<file path="src/sv/bfh_pkg.sv">
// Shared constants, types and hash helpers for the Bloom filter unit.
// No dependencies; every other file in this block but bfh_ram uses this package.
`timescale 1ns / 1ps

package bfh_pkg;

  localparam int unsigned FILTER_BITS     = 4096;
  localparam int unsigned IDX_W           = $clog2(FILTER_BITS);
  localparam int unsigned ONES_W          = 13;
  localparam int unsigned DEF_PROBES      = 4;
  localparam int unsigned DEF_MAX_KEY_LEN = 32;

  localparam logic [31:0] HASH_BASIS  = 32'h811C_9DC5;
  localparam logic [31:0] HASH_PRIME  = 32'h0100_0193;
  localparam logic [7:0]  LOWER_A     = 8'h61;
  localparam logic [7:0]  LOWER_F     = 8'h66;
  localparam logic [7:0]  CASE_OFFSET = 8'h20;

  typedef struct packed {
    logic        valid;
    logic        ovf;
    logic        query;
    logic [31:0] h1;
    logic [31:0] h2;
  } key_res_t;

  function automatic logic [7:0] fold_byte(input logic [7:0] c);
    logic [7:0] r;
    r = c;
    if (c inside {[LOWER_A:LOWER_F]}) begin
      r = c - CASE_OFFSET;
    end
    return r;
  endfunction

  function automatic logic [31:0] hash_step(input logic [31:0] h, input logic [7:0] c);
    logic [31:0] x;
    logic [31:0] p;
    x = h ^ {24'h000000, c};
    p = x * HASH_PRIME;
    return p;
  endfunction

endpackage

</file>
<file path="src/sv/bfh_ram.sv">
// Generic single-port-write, single-port-read RAM with a registered read.
// No dependencies.
`timescale 1ns / 1ps

module bfh_ram #(
  parameter int unsigned WIDTH = 8,
  parameter int unsigned DEPTH = 32,
  localparam int unsigned AW   = (DEPTH > 1) ? $clog2(DEPTH) : 1
) (
  input  logic             clk_i,
  input  logic             we_i,
  input  logic [AW-1:0]    waddr_i,
  input  logic [WIDTH-1:0] wdata_i,
  input  logic [AW-1:0]    raddr_i,
  output logic [WIDTH-1:0] rdata_o
);

  logic [WIDTH-1:0] mem_q [DEPTH];
  logic [WIDTH-1:0] rdata_q;

  always_ff @(posedge clk_i) begin
    if (we_i) begin
      mem_q[waddr_i] <= wdata_i;
    end
    rdata_q <= mem_q[raddr_i];
  end

  assign rdata_o = rdata_q;

endmodule

</file>
<file path="src/sv/bfh_key_unit.sv">
// Key capture: folds and buffers key bytes, runs the first hash per beat and
// replays the buffer for the second hash. Uses bfh_pkg and bfh_ram.
`timescale 1ns / 1ps

module bfh_key_unit #(
  parameter int unsigned MAX_KEY_LEN = bfh_pkg::DEF_MAX_KEY_LEN
) (
  input  logic              clk_i,
  input  logic              rst_ni,
  input  logic              byte_valid_i,
  input  logic [7:0]        byte_i,
  input  logic              last_i,
  input  logic              query_i,
  output logic              ready_o,
  output bfh_pkg::key_res_t key_o,
  input  logic              take_i
);

  localparam int unsigned LEN_W = $clog2(MAX_KEY_LEN + 1);
  localparam int unsigned AW    = (MAX_KEY_LEN > 1) ? $clog2(MAX_KEY_LEN) : 1;

  typedef enum logic [1:0] {ST_CAPTURE, ST_REPLAY, ST_HOLD} state_e;

  state_e           state_q;
  logic [LEN_W-1:0] len_q;
  logic [LEN_W-1:0] rd_cnt_q;
  logic             pend_q;
  logic             ovf_q;
  logic [31:0]      h1_q;
  logic [31:0]      h2_q;
  logic             query_q;

  logic [7:0]  folded;
  logic        room;
  logic        issue;
  logic [7:0]  rdata;
  logic [31:0] h1_step;
  logic [31:0] h2_step;

  assign folded  = bfh_pkg::fold_byte(byte_i);
  assign room    = (len_q < LEN_W'(MAX_KEY_LEN));
  assign issue   = (state_q == ST_REPLAY) && (rd_cnt_q < len_q);
  assign h1_step = bfh_pkg::hash_step(h1_q, folded);
  assign h2_step = bfh_pkg::hash_step(h2_q, rdata);

  bfh_ram #(
    .WIDTH(8),
    .DEPTH(MAX_KEY_LEN)
  ) u_buf (
    .clk_i  (clk_i),
    .we_i   (byte_valid_i && room),
    .waddr_i(len_q[AW-1:0]),
    .wdata_i(folded),
    .raddr_i(rd_cnt_q[AW-1:0]),
    .rdata_o(rdata)
  );

  always_ff @(posedge clk_i or negedge rst_ni) begin
    if (!rst_ni) begin
      state_q  <= ST_CAPTURE;
      len_q    <= '0;
      rd_cnt_q <= '0;
      pend_q   <= 1'b0;
      ovf_q    <= 1'b0;
      h1_q     <= bfh_pkg::HASH_BASIS;
    end else begin
      case (state_q)
        ST_CAPTURE: begin
          if (byte_valid_i) begin
            if (room) begin
              len_q <= len_q + LEN_W'(1);
              h1_q  <= h1_step;
            end else begin
              ovf_q <= 1'b1;
            end
            if (last_i) begin
              rd_cnt_q <= '0;
              pend_q   <= 1'b0;
              state_q  <= room ? ST_REPLAY : ST_HOLD;
            end
          end
        end
        ST_REPLAY: begin
          if (issue) begin
            rd_cnt_q <= rd_cnt_q + LEN_W'(1);
          end
          pend_q <= issue;
          if (!issue && !pend_q) begin
            state_q <= ST_HOLD;
          end
        end
        ST_HOLD: begin
          if (take_i) begin
            len_q   <= '0;
            h1_q    <= bfh_pkg::HASH_BASIS;
            ovf_q   <= 1'b0;
            state_q <= ST_CAPTURE;
          end
        end
        default: begin
          state_q <= ST_CAPTURE;
        end
      endcase
    end
  end

  always_ff @(posedge clk_i) begin
    if (state_q == ST_CAPTURE && byte_valid_i && last_i) begin
      query_q <= query_i;
      h2_q    <= room ? h1_step : h1_q;
    end else if (state_q == ST_REPLAY && pend_q) begin
      h2_q <= h2_step;
    end
  end

  assign ready_o     = (state_q == ST_CAPTURE);
  assign key_o.valid = (state_q == ST_HOLD);
  assign key_o.ovf   = ovf_q;
  assign key_o.query = query_q;
  assign key_o.h1    = h1_q;
  assign key_o.h2    = h2_q | 32'd1;

endmodule

</file>
<file path="config.mk">
export PLATFORM = sky130hd
export DESIGN_NAME = bfh_key_unit
export DESIGN_NICKNAME = d
export VERILOG_FILES = /design/src/sv/bfh_pkg.sv /design/src/sv/bfh_ram.sv /design/src/sv/bfh_key_unit.sv
export SDC_FILE = /design/constraint.sdc
export NUM_CORES = 1
export LEC_CHECK = 0
export ABC_AREA = 0
export BUFFER_PORTS_ARGS = -buffer_cell sky130_fd_sc_hd__buf_2
export CORE_MARGIN = 1
export CORE_UTILIZATION = 60
export DETAILED_ROUTE_END_ITERATION = 7
export PLACE_DENSITY = 0.76
export SLEW_MARGIN = 20
export SYNTH_ARGS = -nofsm -noshare
export SYNTH_HDL_FRONTEND = slang
export SYNTH_SLANG_ARGS = --single-unit
export TNS_END_PERCENT = 5
</file>
<file path="constraint.sdc">
create_clock -name clk_i -period 7.5 [get_ports clk_i]
set_clock_uncertainty 0.1 [all_clocks]
set_input_delay 1.5 -clock clk_i [delete_from_list [all_inputs] [get_ports clk_i]]
set_output_delay 1.5 -clock clk_i [all_outputs]
set_load 0.02 [all_outputs]
</file>
==> summary.txt <==
Synthesis
  • Synthesized Nets: 2612
  • Ys Warns: 0
  • Avg Cell Area, Syn: 12.31 sq um
  • Number of synthesized flops with an enable pin: 289
  • Dominant synthesized flop cell: edfxtp_1
  • Area leader, netlist: edfxtp_1
  • Top cells by area, synth: edfxtp_1 34%, ha_1 19%, fa_1 12%, mux4_2 7.1%, inv_1 6.1%
  • Register area share after synthesis: 39.52%
  • Count leader, synth: inv_1
  • Unique masters post-synth: 68
  • Post-Syn Area: 0.02545 sq mm
  • Synth top area share: 34.10%
  • Post-synthesis cell count: 2067
  • Seq cells post-synth: 345
  • Async S/R FF share, synth: 13.91%
  • Most used standard cells in the synthesized netlist: 413 x inv_1, 383 x ha_1, 289 x edfxtp_1, 148 x fa_1, 93 x nor2_1

STA
  • Max Slew Vio Count: 0
  • Worst-margin pin slew: 1.172 ns
  • Unrepaired setup endpoints after global routing: yes
  • Tcrit/Tclk final: 96.45%
  • Crit path time final: 7.234 ns
  • Max Freq: 0.1382 GHz
  • Final setup fails: 0
  • Final hold vios: 0
  • Worst hold slack: 0.4590 ns
  • Slew margin rel.: 21.57%

Worst setup path
  • Data arrival time of the worst path: 7.40 ns
  • Crit path top cell by count: ha_1
  • CP Class: in2reg
  • Crit-path leading delay family: adder cells
  • Worst endpoint required time: 7.67 ns
  • Crit. End Element: flop
  • CP Launch Type: input port
  • Max incr delay on CP: 0.48 ns
  • CP max-delay cell: fa_1
  • Worst Path Max Fanout: 7
  • Bufs and invs on worst path: 5

Global routing
  • GR Overflow Total: 0
  • Antenna violations before repair: 0
  • First-pass GRT wire length: 96120 microns
  • All-Layer GR Usage: 29.46%
  • Vias in the first global route: 16990
  • Largest net degree at the start of global routing: 70

Clock tree
  • Hold buffer count at cts: 0
  • Root buf cell: clkbuf_16
  • Total CTS buffers: 36
  • # H-tree levels: 2
  • Clock-pin slew on the worst setup and hold paths: 0.05 ns
  • CTS Buffer Depth: 3
  • Clock Latency Late Sink: 0.55 ns
  • CTS Sinks: 345
  • CTS tree: built

Floorplanning
  • Initial Util: 60.80%
  • Core area: 0.04185 sq mm
  • Die area: 0.04324 sq mm
  • Die Wd: 207.9 microns
  • Row count: 75
  • Die height: 207.9 microns
  • Io pins: 82

Layout
  • Fin cells: 2760
  • Fin area: 0.02799 sq mm
  • # diodes: 0
  • Area Overhead vs Synth: 9.991%
  • Share of cells above drive strength 1: 15.22%
  • Final net count: 2738
  • Final core occ: 66.88%

Placed design
  • IO Port Bufs: 80
  • Post-DP HPWL: 45660 microns
  • DP Area: 0.02675 sq mm
  • Final RePlAce weighted congestion: 0.9825
  • Placed insts: 2692

Worst hold path
  • Hold WC Path Type: reg2reg

Routing
  • DRT antenna net count: 0
  • First-pass DRT Iterations: 7
  • DRT Wirelength: 61230 microns
  • Wirelength per Cell: 22.19 microns
  • Residual DRC count: 2
  • Via Count: 16200
  • Iter 0 DRT Violations: 1212
  • Vias/cell: 5.871

Status
  • Status: finished with violations
  • Violated checks: DRC

Job
  • Total of max-cap violations: 0
## cell families (layout without fill, tap and decap cells)
family | after synthesis | count (layout) | share of synthesized area (%)
multiplexers | 100 | 100 | 7.906
AND/OR/NAND/NOR | 256 | 256 | 4.514
other | 1 | 1 | 0.01474
AO/OA/AOI/OAI | 250 | 250 | 6.495
flip-flops | 345 | 345 | 39.52
buffers and inverters | 486 | 640 | 7.700
XOR/XNOR | 98 | 98 | 3.373
adder cells (fa/ha/maj) | 531 | 531 | 30.47
## cell usage in the layout, fill, tap and decap left out, types with 37 or more instances in the layout
cell and n:
buf_4 80, inv_1 413, nand2_1 78, buf_2 80, nor2_1 92, xnor2_1 63, o21ai_0 53, a21oi_1 54
clkbuf_16 37, fa_1 148, edfxtp_1 289, ha_1 383, mux4_2 80
## through the flow
step / setup TNS [ns] / setup slack (ns)
6_report: 0 / 0.2661
5_1_grt: -0.1292 / -0.07565
4_1_cts: 0 / 0.03599
3_5_place_dp: -10.33 / -0.5699
3_3_place_gp: -5.663 / -0.3837
2_1_floorplan: 0 / 0.05779
## layer usage
| layer | global-route usage (%) | part of all wire (%) | wire length (microns) | up-vias |
|---|---|---|---|---|
| li1 | - | - | - | 7379 |
| met1 | 37.03 | 39 | 24100 | 8136 |
| met2 | 50.98 | 50 | 30910 | 544 |
| met3 | 3.502 | 5.3 | 3218 | 144 |
| met4 | 14.02 | 4.9 | 2999 | 0 |
| met5 | 0 | 0 | 0 | - |
## final cells by class
type                    count  area, sq um
clock inverters            18        181.4
multi-input cells        1236        13550
flip-flops and latches    345        10060
fillers                  3051        13860
clock buffers              48        967.2
repair buffers            160         1001
inverters                 414         1554
well taps                 539        674.4
## worst paths after layout
kind | cells after the start | end | slack (ns) | from
worst max-delay path | 27 | h2_q[23]$_DFFE_PP_ | 0.27 | byte_i[7]
worst min-delay path | 2 | ovf_q$_DFFE_PN0P_ | 0.46 | ovf_q$_DFFE_PN0P_
worst max register to register | 22 | h2_q[30]$_DFFE_PP_ | 1.03 | h2_q[2]$_DFFE_PP_
worst min register to register | 2 | ovf_q$_DFFE_PN0P_ | 0.46 | ovf_q$_DFFE_PN0P_
max in group asynchronous | 2 | rd_cnt_q[0]$_DFFE_PN0P_ | 5.80 | rst_ni
min in group asynchronous | 2 | h1_q[16]$_DFFE_PN0P_ | 0.98 | rst_ni
## sequential cells by signal (all words and copies together), names as in the netlist
| signal | cells |
|---|---|
| u_buf.mem_q | 256 |
| h1_q | 32 |
| h2_q | 32 |
| u_buf.rdata_o | 8 |
| len_q | 6 |
| rd_cnt_q | 6 |
| state_q | 2 |
| ovf_q | 1 |
| pend_q | 1 |
| query_q | 1 |
## what timing repair did
item,CTS,global route
hold endpoints to repair,0,0
buffers inserted,0,2
endpoints found under the setup margin,0,18
gates resized for setup,0,11
## worst register-to-register path: cells and delay by family (launching register included)
family	cells	cell delay, ns
AO/OA/AOI/OAI	6	1.42
XOR/XNOR	2	0.80
adder cells (fa/ha/maj)	8	3.05
buffers and inverters	4	0.18
flip-flops	1	0.39
AND/OR/NAND/NOR	2	0.24
Power is not shown: default switching activity piles up to over one toggle a cycle in this logic, so the estimate is an artifact.
